File: config.mk
export PLATFORM = sky130hd
export DESIGN_NAME = two_byte_header_fixed_length_framer
export DESIGN_NICKNAME = d
export VERILOG_FILES = /design/src/sv/tbhf_pkg.sv /design/src/sv/two_byte_header_fixed_length_framer.sv /design/src/sv/tbhf_core.sv /design/src/sv/tbhf_queue.sv
export SDC_FILE = /design/constraint.sdc
export NUM_CORES = 1
export LEC_CHECK = 0
export ABC_CLOCK_PERIOD_IN_PS = 3900
export BUFFER_PORTS_ARGS = -buffer_cell sky130_fd_sc_hd__buf_2
export CAP_MARGIN = 20
export CORE_UTILIZATION = 51
export CTS_CLUSTER_DIAMETER = 60
export DETAILED_ROUTE_END_ITERATION = 12
export MAX_ROUTING_LAYER = met4
export PLACE_DENSITY = 0.74
export RECOVER_POWER = 100
export SETUP_SLACK_MARGIN = 0.15
export SLEW_MARGIN = 40
export SYNTH_ARGS = -nofsm -noshare
export SYNTH_HDL_FRONTEND = slang
export SYNTH_SLANG_ARGS = --single-unit
File: constraint.sdc
create_clock -name clk -period 3.9 [get_ports clk]
set_clock_uncertainty 0.2 [all_clocks]
set_input_delay 0.39 -clock clk [delete_from_list [all_inputs] [get_ports clk]]
set_output_delay 0.39 -clock clk [all_outputs]
set_load 0.05 [all_outputs]
File: src/sv/tbhf_pkg.sv
// ----------------------------------------------------------------------------
// tbhf_pkg: shared types and constants of the two-byte header framer
// Holds the register indexes, field widths, result word layout and the
// depth of the result queue.
// ----------------------------------------------------------------------------
`default_nettype none

package tbhf_pkg;

  // Field widths.
  localparam int BYTE_W = 8;
  localparam int LEN_W  = 7;

  // Longest frame the length counter is built for.
  localparam logic [LEN_W-1:0] MAX_FRAME_LEN = LEN_W'(64);
  localparam logic [LEN_W-1:0] MIN_FRAME_LEN = LEN_W'(2);

  // Configuration register indexes.
  localparam int CFG_IDX_W = 2;
  typedef enum logic [CFG_IDX_W-1:0] {
    REG_HEADER_FIRST  = 2'd0,
    REG_HEADER_SECOND = 2'd1,
    REG_FRAME_LENGTH  = 2'd2
  } cfg_reg_t;

  // Configuration reset values.
  localparam logic [BYTE_W-1:0] HEADER_FIRST_RST  = 8'd170;
  localparam logic [BYTE_W-1:0] HEADER_SECOND_RST = 8'd85;
  localparam logic [LEN_W-1:0]  FRAME_LENGTH_RST  = 7'd8;

  // Result queue geometry. One accepted byte adds at most two words.
  localparam int QUEUE_DEPTH = 4;
  localparam int QUEUE_IDX_W = $clog2(QUEUE_DEPTH);
  localparam int QUEUE_CNT_W = $clog2(QUEUE_DEPTH + 1);

  // One result word.
  typedef struct packed {
    logic [BYTE_W-1:0] frame_byte;
    logic              frame_start;
    logic              frame_end;
  } result_t;

  // Words produced by one accepted byte, handed from the core to the queue.
  typedef struct packed {
    logic    first_valid;
    logic    second_valid;
    result_t first_word;
    result_t second_word;
  } push_t;

endpackage

`default_nettype wire

File: src/sv/two_byte_header_fixed_length_framer.sv
// ----------------------------------------------------------------------------
// two_byte_header_fixed_length_framer: fixed-length frame extractor
// Hunts a byte stream for a two-byte header and passes on frames of a
// programmable total length, marking their first and last words.
// ----------------------------------------------------------------------------
// Output: words wait in a registered queue; a header match enters both together.
// Throughput: one byte per cycle while the queue has room. The output drains one
//   word per cycle while out_stall is low, from a four-word queue, and input
//   stalls while the queue holds three or more words.
// Reset (rst, synchronous): back to hunting, queue emptied, and the header and
//   length registers return to 0xAA, 0x55 and 8.
`default_nettype none

module two_byte_header_fixed_length_framer (
  input  wire logic                              clk,
  input  wire logic                              rst,
  // Byte input channel.
  input  wire logic                              in_valid,
  output logic                                   in_stall,
  input  wire logic [tbhf_pkg::BYTE_W-1:0]       byte_in,
  // Frame output channel.
  output logic                                   out_valid,
  input  wire logic                              out_stall,
  output logic [tbhf_pkg::BYTE_W-1:0]            frame_byte,
  output logic                                   frame_start,
  output logic                                   frame_end,
  // Configuration write channel.
  input  wire logic                              cfg_valid,
  output logic                                   cfg_ready,
  input  wire logic [tbhf_pkg::CFG_IDX_W-1:0]    cfg_index,
  input  wire logic [tbhf_pkg::BYTE_W-1:0]       cfg_data
);

  logic [tbhf_pkg::BYTE_W-1:0] header_first;
  logic [tbhf_pkg::BYTE_W-1:0] header_second;
  logic [tbhf_pkg::LEN_W-1:0]  frame_length;
  logic                        in_accept;
  logic                        out_pop;
  logic                        queue_full;
  tbhf_pkg::push_t             push;
  tbhf_pkg::result_t           head;

  // Configuration writes are always taken. An index past the last register
  // is accepted and ignored.
  assign cfg_ready = 1'b1;

  always_ff @(posedge clk) begin
    if (rst) begin
      header_first  <= tbhf_pkg::HEADER_FIRST_RST;
      header_second <= tbhf_pkg::HEADER_SECOND_RST;
      frame_length  <= tbhf_pkg::FRAME_LENGTH_RST;
    end else if (cfg_valid) begin
      case (cfg_index)
        tbhf_pkg::REG_HEADER_FIRST:  header_first  <= cfg_data;
        tbhf_pkg::REG_HEADER_SECOND: header_second <= cfg_data;
        tbhf_pkg::REG_FRAME_LENGTH:  frame_length  <= cfg_data[tbhf_pkg::LEN_W-1:0];
        default: ;
      endcase
    end
  end

  // A byte is taken whenever the queue is sure to have room for the two words
  // a header match can produce. The stall depends only on registered state.
  assign in_stall  = queue_full;
  assign in_accept = in_valid && !queue_full;

  // The output word is the head of the queue; a pop happens on each
  // completed output handshake.
  assign out_pop = out_valid && !out_stall;

  tbhf_core u_core (
    .clk           (clk),
    .rst           (rst),
    .accept        (in_accept),
    .byte_in       (byte_in),
    .header_first  (header_first),
    .header_second (header_second),
    .frame_length  (frame_length),
    .push          (push)
  );

  tbhf_queue u_queue (
    .clk       (clk),
    .rst       (rst),
    .push      (push),
    .pop       (out_pop),
    .not_empty (out_valid),
    .full      (queue_full),
    .head      (head)
  );

  assign frame_byte  = head.frame_byte;
  assign frame_start = head.frame_start;
  assign frame_end   = head.frame_end;

endmodule

`default_nettype wire

File: src/sv/tbhf_core.sv
// ----------------------------------------------------------------------------
// tbhf_core: header hunt and frame counting
// Updates the hunt/collect state for each accepted byte and produces the
// zero, one or two result words that byte causes.
// ----------------------------------------------------------------------------
`default_nettype none

module tbhf_core (
  input  wire logic                         clk,
  input  wire logic                         rst,
  input  wire logic                         accept,
  input  wire logic [tbhf_pkg::BYTE_W-1:0]  byte_in,
  input  wire logic [tbhf_pkg::BYTE_W-1:0]  header_first,
  input  wire logic [tbhf_pkg::BYTE_W-1:0]  header_second,
  input  wire logic [tbhf_pkg::LEN_W-1:0]   frame_length,
  output tbhf_pkg::push_t                   push
);

  logic                        collecting;
  logic                        collecting_next;
  logic                        prev_was_header_first;
  logic                        prev_was_header_first_next;
  logic [tbhf_pkg::LEN_W-1:0]  bytes_emitted;
  logic [tbhf_pkg::LEN_W-1:0]  bytes_emitted_next;
  logic [tbhf_pkg::LEN_W-1:0]  eff_len;
  logic [tbhf_pkg::LEN_W-1:0]  emitted_inc;
  logic                        body_last;
  logic                        header_last;

  // Length clamped into the supported range.
  always_comb begin
    eff_len = frame_length;
    if (frame_length < tbhf_pkg::MIN_FRAME_LEN) begin
      eff_len = tbhf_pkg::MIN_FRAME_LEN;
    end else if (frame_length > tbhf_pkg::MAX_FRAME_LEN) begin
      eff_len = tbhf_pkg::MAX_FRAME_LEN;
    end
  end

  assign emitted_inc = bytes_emitted + tbhf_pkg::LEN_W'(1);
  assign body_last   = (emitted_inc >= eff_len);
  assign header_last = (eff_len <= tbhf_pkg::MIN_FRAME_LEN);

  always_comb begin
    collecting_next            = collecting;
    prev_was_header_first_next = prev_was_header_first;
    bytes_emitted_next         = bytes_emitted;
    push                       = '0;
    push.first_word.frame_byte  = byte_in;
    push.second_word.frame_byte = byte_in;

    if (accept) begin
      if (collecting) begin
        // Body byte of a frame.
        push.first_valid          = 1'b1;
        push.first_word.frame_end = body_last;
        bytes_emitted_next        = emitted_inc;
        if (body_last) begin
          collecting_next            = 1'b0;
          bytes_emitted_next         = '0;
          prev_was_header_first_next = 1'b0;
        end
      end else if (prev_was_header_first && (byte_in == header_second)) begin
        // Header found: both header bytes go out together.
        push.first_valid             = 1'b1;
        push.first_word.frame_byte   = header_first;
        push.first_word.frame_start  = 1'b1;
        push.second_valid            = 1'b1;
        push.second_word.frame_end   = header_last;
        prev_was_header_first_next   = 1'b0;
        collecting_next              = !header_last;
        bytes_emitted_next           = header_last ? '0 : tbhf_pkg::MIN_FRAME_LEN;
      end else begin
        prev_was_header_first_next = (byte_in == header_first);
      end
    end
  end

  always_ff @(posedge clk) begin
    if (rst) begin
      collecting            <= 1'b0;
      prev_was_header_first <= 1'b0;
      bytes_emitted         <= '0;
    end else begin
      collecting            <= collecting_next;
      prev_was_header_first <= prev_was_header_first_next;
      bytes_emitted         <= bytes_emitted_next;
    end
  end

endmodule

`default_nettype wire

File: src/sv/tbhf_queue.sv
// ----------------------------------------------------------------------------
// tbhf_queue: short result queue
// A shift queue that takes up to two words per cycle and hands out one word
// per cycle at its head when popped.
// ----------------------------------------------------------------------------
`default_nettype none

module tbhf_queue (
  input  wire logic                 clk,
  input  wire logic                 rst,
  input  wire tbhf_pkg::push_t      push,
  input  wire logic                 pop,
  output logic                      not_empty,
  output logic                      full,
  output tbhf_pkg::result_t         head
);

  tbhf_pkg::result_t                    q      [tbhf_pkg::QUEUE_DEPTH];
  tbhf_pkg::result_t                    q_next [tbhf_pkg::QUEUE_DEPTH];
  logic [tbhf_pkg::QUEUE_CNT_W-1:0]     count;
  logic [tbhf_pkg::QUEUE_CNT_W-1:0]     count_next;

  assign not_empty = (count != '0);
  assign head      = q[0];
  // Room for two more words must be certain before a byte is taken.
  assign full = (count > tbhf_pkg::QUEUE_CNT_W'(tbhf_pkg::QUEUE_DEPTH - 2));

  always_comb begin
    q_next     = q;
    count_next = count;
    if (pop) begin
      for (int i = 0; i < tbhf_pkg::QUEUE_DEPTH - 1; i++) begin
        q_next[i] = q[i+1];
      end
      count_next = count_next - tbhf_pkg::QUEUE_CNT_W'(1);
    end
    if (push.first_valid) begin
      q_next[count_next[tbhf_pkg::QUEUE_IDX_W-1:0]] = push.first_word;
      count_next = count_next + tbhf_pkg::QUEUE_CNT_W'(1);
    end
    if (push.second_valid) begin
      q_next[count_next[tbhf_pkg::QUEUE_IDX_W-1:0]] = push.second_word;
      count_next = count_next + tbhf_pkg::QUEUE_CNT_W'(1);
    end
  end

  always_ff @(posedge clk) begin
    q <= q_next;
  end

  always_ff @(posedge clk) begin
    if (rst) begin
      count <= '0;
    end else begin
      count <= count_next;
    end
  end

endmodule

`default_nettype wire

==> results.toml, run 1 <==
[run_status]
status = "complete, but fails checks"
violations = "capacitance limit, slew limit"

[grt]
grt_pass1_wl_um = 18100
grt-ovfl-total = 0
grt_start_max_net_pins = 56
grt.total_usage_pct = 26.1
antenna_found_initial = 0
grt_pass1_vias = 3642

[yosys]
synth-seq-cells = 75
syn_inst = 535
syn_area_per_cell_um2 = 8.49
netlist_area_um2 = 4540
yosysTopAreaCellShare_pct = 33.0
synth_edf_count = 0
yosysSeqAreaShare_pct = 33.0
yosys.area.top_type = "dfxtp_1"
synthFlopType = "dfxtp_1"
async_flop_share_pct = 0
synth.net_count = 577
yosysUniqueCellTypes = 61
synthTopCellsByArea = "dfxtp_1 33%, mux2i_1 6.6%, ha_1 5.2%, a21oi_1 5.0%, nand2_1 4.8%"
ys_warn_count = 0

[power_and_ir_drop]
peakVddDrop_mv = 0.247
total_power_mw = 2.42
power_density_nw_per_um2 = 494
power_leakage_nw = 2.13

[flow_run]
maxCapViolations = 1

[worst_setup_path]
setup.worst_path.class = "reg2reg"
critical_path_arrival_ps = 3640
worstPathMaxFanout = 9
startpoint_type = "flop"
required_ps = 3940
endpoint_kind = "flop"

[timing]
tightest_slew_ps = 1700
rsz0062_at_grt = "no"
finalSetupViolCount = 0
fmax_mhz = 278
min_period_over_period_pct = 92.3
slew_viol_final = 16
period_needed_ps = 3600
tns_ps = 0
maxSlewHeadroom_pct = -13.4
hold_violations = 0

[placement]
place.gp.congestion = 0.907
port_buffers = 34
dp.final_hpwl_um = 8330

[layout]
diodes = 0
num-nets-final = 594
syn2layout_area_growth_pct = 7.54
drive_gt1_share_pct = 15.3

[clocking]
clock_latency_ps = 360
h-tree-depth = 3
cts_setup_buffers = 0
clk_pin_slew_ps = 80
post_cts_resized = 0
clock_sinks = 75
cts_tree = "built"
cts_max_path_buffers = 2
cts_made_buffers = 9
root_buffer = "clkbuf_8"
cts_hold_buf = 0

[detailed_routing]
wl_per_cell_um = 17.0
detail-route-antenna-nets = 0
drtIter0Drc = 307
first_pass_iters = 5
vias = 4015
viasPerCell = 6.05
drc = 0
drt_wl_total_um = 11300

[floorplan]
die_y_um = 96.4
rows = 34
ios = 36
coreArea_um2 = 8680
initial_core_util_pct = 52.4
dieArea_um2 = 9290
die_w_um = 96.4

[hold_path]
hp-class = "in2reg"
[metrics by stage]
step / cells / setup WS (ps) / utilization, % / hold slack, ps / instance area, um^2
after detailed placement: 649 / 174 / 54.6 / 266 / 4740
after global routing: 664 / 56.3 / 56.3 / 89.9 / 4890
final: 664 / 301 / 56.3 / 68.2 / 4890
after global placement: 649 / 443 / 54.6 / 260 / 4730
after floorplan: 535 / 155 / - / 238 / 4540
after CTS: 664 / 156 / 56.4 / 64.5 / 4900
[Yosys cell counts (3+ instances only)]
cell and number:
dfxtp_1 75, nand2_1 58, a21oi_1 45, nor2_1 32
mux2i_1 30, nor3_1 22, ha_1 19, inv_1 17
o21ai_0 17, clkbuf_1 16, xnor2_1 16, a22oi_1 15
nand2b_1 14, nor2b_1 12, buf_4 11, xor2_1 10
buf_2 9, mux2_2 9, nand3_1 8, o221a_2 8
nand3b_1 7, nor4_1 7, o22ai_1 7, mux2_4 6
a211o_1 5, a21bo_2 4, o21a_1 4, a211oi_1 3
a21o_1 3, and3_1 3, nand4_1 3
[area by class of cell]
cell class	instances	area, um^2
multi-input cells	403	2800
fillers	816	3790
well taps	108	135
flip-flops and latches	75	1500
inverters	17	63.8
clock inverters	6	33.8
repair buffers	46	231
clock buffers	9	124
[placed cells by master, fill, tap and decap left out, drive strengths merged, types with 4 or more instances in the layout]
master  instances
dfxtp          75
nand2          58
a21oi          45
nor2           33
mux2i          30
buf            29
clkbuf         26
nor3           24
ha             19
o21ai          18
inv            17
xnor2          16
a22oi          15
mux2           15
nand2b         14
nor2b          12
xor2           10
nand3           9
o221a           8
nor4            8
o22ai           7
nand3b          7
clkinv          6
a211o           5
o21a            4
a21bo           4
nand4           4
[path summary, 6_finish.rpt]
path,endpoint,from,depth (start not counted),slack (ps)
hold / removal,header_first[7],cfg_data[7],2,70
setup / recovery,u_queue.head[5],u_queue.count[0],12,300
hold reg to reg,header_second[5],header_second[5],2,270
setup reg to reg,u_queue.head[5],u_queue.count[0],12,300
[state kept, by name, summed over array words and instances, names as in the netlist]
name and count:
frame_length 7, header_first 8, header_second 8, u_core.bytes_emitted 7, u_core.collecting 1, u_core.prev_was_header_first 1
u_queue.count 3, u_queue.head 10, u_queue.q 30
[power breakdown]
part           total (mW)  switching [mW]  internal, mW
Clock               0.517           0.294         0.223
Sequential          0.841          0.0366         0.805
Combinational        1.06           0.674         0.383
Total                2.42            1.01          1.41
[layer usage]
| metal | up-vias | part of all wire (%) | global-route usage, % |
|---|---|---|---|
| met4 | 0 | 1.8 | 9.56 |
| li1 | 1951 | - | - |
| met3 | 20 | 5.4 | 3.05 |
| met5 | - | 0 | - |
| met1 | 1918 | 46 | 35.1 |
| met2 | 126 | 47 | 40.3 |
[logic make-up after synthesis]
group	share of synthesized area, %
buffers and inverters	6.19
AO/OA/AOI/OAI	18.8
flip-flops	33.0
adder cells (fa/ha/maj)	5.23
multiplexers	10.8
other	0.0825
AND/OR/NAND/NOR	20.8
XOR/XNOR	5.01
[critical path, stage by stage (launching register included)]
cell and delay, ps:
dfxtp_1 390, inv_1 100, ha_1 220, nor2b_1 180, nor2_1 70, clkbuf_1 220
o21ai_1 390, xnor2_1 220, inv_1 140, ha_1 150, inv_1 50, or4_1 760
mux2_4 380
Note: power is estimated with default switching activity, not from simulation.
==> run 2, diff against run 1 <==
BUFFER_PORTS_ARGS = default   (was -buffer_cell sky130_fd_sc_hd__buf_2)
DONT_BUFFER_PORTS = 1   (was default)
PLACE_DENSITY = 0.71   (was 0.74)
==> run 2 against run 1 <==
The run still ends with capacitance limit, slew limit left. Non-clock buffer count decreased by 17. Clock power increased by 21%. First-iteration DRC count increased by 42%. Sequential power increased by 4.0%. Final area increased by 0.54%. Clock-buffer cell count increased by 2. Flip-flop and latch count unchanged. Register-to-register slack improved by 90 ps. Via count decreased by 1.9%. Global-route usage increased by 0.32 points. Worst setup slack improved by 89 ps. Critical path type unchanged. Critical endpoint is now u_queue.q[7]. Largest cell class unchanged. Largest power group unchanged.
==> results.toml, run 2 (synthesis gave the netlist of run 1 again) <==
[layout]
stdcell_count = 648
final_common_cell = "dfxtp_1"
largest_reg_flops = 30
nFillCells = 801
syn2layout_area_growth_pct = 8.12
mostFrequentLayoutCells = "75 x dfxtp_1, 58 x nand2_1, 45 x a21oi_1"
num-nets-final = 577
diodes = 0
top_register = "u_queue.q"
seqCellArea_um2 = 1500
multi_input_area_um2 = 2760
drive_gt1_share_pct = 10.7

[power_and_ir_drop]
power_density_nw_per_um2 = 504
p_clk_share_pct = 25.2
p_sw_mw = 0.980
power_frac_comb_pct = 39.5
netSwitchingFraction_pct = 39.6
intPower_mw = 1.50
peakVddDrop_mv = 0.268
seq_power_share_pct = 35.3
power_leakage_nw = 2.10

[grt]
grt.total_usage_pct = 26.4
grt-ovfl-total = 0
grt_pass1_wl_um = 18400
antenna_found_initial = 0
grt_start_max_net_pins = 56
grt_pass1_vias = 3713

[timing]
period_needed_ps = 3510
tns_ps = 0
min_period_over_period_pct = 90.0
slew_viol_final = 16
finalSetupViolCount = 0
hold_violations = 0
rsz0062_at_grt = "yes"
fmax_mhz = 285
setup_slack_ps = 390
maxSlewHeadroom_pct = -12.4
tightest_slew_ps = 1680

[clocking]
cts_tree = "built"
cts_max_path_buffers = 2
clk_pin_slew_ps = 80
h-tree-depth = 3
clock_latency_ps = 350
clock_sinks = 75
cts_made_buffers = 9
root_buffer = "clkbuf_8"

[detailed_routing]
viasPerCell = 6.08
met2_length_um = 5400
top_layer_used = "met4"
drc = 0
wl_met1_um = 4980
vias = 3940
drt_wl_total_um = 11500
first_pass_iters = 6
wl_met3_um = 911
wl_per_cell_um = 17.7
drtIter0Drc = 437
detail-route-antenna-nets = 0

[floorplan]
die_y_um = 96.4
coreArea_um2 = 8680
initial_core_util_pct = 52.4
die_w_um = 96.4
dieArea_um2 = 9290
rows = 34
ios = 36

[placement]
place.gp.congestion = 0.893
port_buffers = 0
dp.final_hpwl_um = 8090
place_worst_setup_slack_ps = 369
placed_cells = 612

[worst_setup_path]
critical_path_arrival_ps = 3550
setup.worst_path.class = "reg2reg"
path_cells = "inv_1 -> ha_1 -> nor2b_1 -> nor2_4 -> xnor2_1 -> buf_4 -> inv_1 -> ha_1 -> o21ai_0 -> ha_1 -> nor2b_1 -> nand3_1 -> o21a_1 -> o221a_2"
worstPathMaxFanout = 9
cpPeakStageDelay_ps = 330
startpoint_type = "flop"
endpoint_kind = "flop"
path_common_cell = "ha_1"
rrSetupSlack_ps = 390
required_ps = 3940
cp_slowest_cell = "o21ai_0"

[run_status]
status = "complete, but fails checks"
violations = "capacitance limit, slew limit"

[flow_run]
maxCapViolations = 1

[hold_path]
hp-class = "in2reg"
run 2: changes by cell type in the layout (fill, tap and decap cells not counted), moves of 2 or more:
cell,before,now
buf_2,20,1
clkinvlp_4,0,2
mux2_4,6,0
clkbuf_1,17,3
dlygate4sd3_1,0,17
mux2_1,0,6
clkinv_2,5,0
nor4_2,1,3
run 2: stage by stage:
step	power (mW)	utilization (%)	hold WS, ps	area [um^2]
final	2.48	56.6	4.21	4910
after global routing	2.62	56.6	6.27	4910
after CTS	2.48	56.8	0.535	4930
after detailed placement	1.84	52.4	256	4550
after global placement	1.81	52.3	249	4540
after floorplan	1.65	-	238	4540
run 2: worst max-delay path, delay by kind of cell (launching register included):
kind	cells	cell delay, ps
buffers and inverters	3	330
DFF	1	320
and+or+nand+nor	4	690
xor gates and xnor gates	1	140
adders and majority gates	3	760
AOI/OAI and AO/OA	3	950
run 2: what timing repair did:
item                                    CTS  global route
setup buffers                             0             2
gates resized for setup                   0             2
hold buffers                             18             0
hold endpoints to repair                 49             0
endpoints found under the setup margin    0             9
run 2: worst paths after layout:
check                   start               end  cells past startpoint
max          u_queue.count[0]      u_queue.q[7]                     14
min               cfg_data[6]   frame_length[6]                      2
max reg2reg  u_queue.count[0]      u_queue.q[7]                     14
min reg2reg  header_second[7]  header_second[7]                      2
run 2: routing by layer:
layer | up-vias | global-route usage (%)
met5 | - | -
met4 | 0 | 8.46
met3 | 22 | 4.30
met2 | 161 | 41.4
met1 | 1848 | 34.8
li1 | 1909 | -
run 2: area by class of cell:
class,instances,area share (%)
Clock inverter,5,1.27
Inverter,17,1.30
Multi-Input combinational cell,403,56.1
Tap cell,108,2.75
Clock buffer,11,2.88
Timing Repair Buffer,29,5.09
Sequential cell,75,30.6
run 2: power by group through the flow:
stage	registers, mW	clock network (mW)	logic (mW)
final	0.875	0.623	0.978
after global routing	0.881	0.658	1.09
after CTS	0.875	0.627	0.979
after detailed placement	0.893	0	0.949
after global placement	0.892	0	0.920
after floorplan	0.845	0	0.803
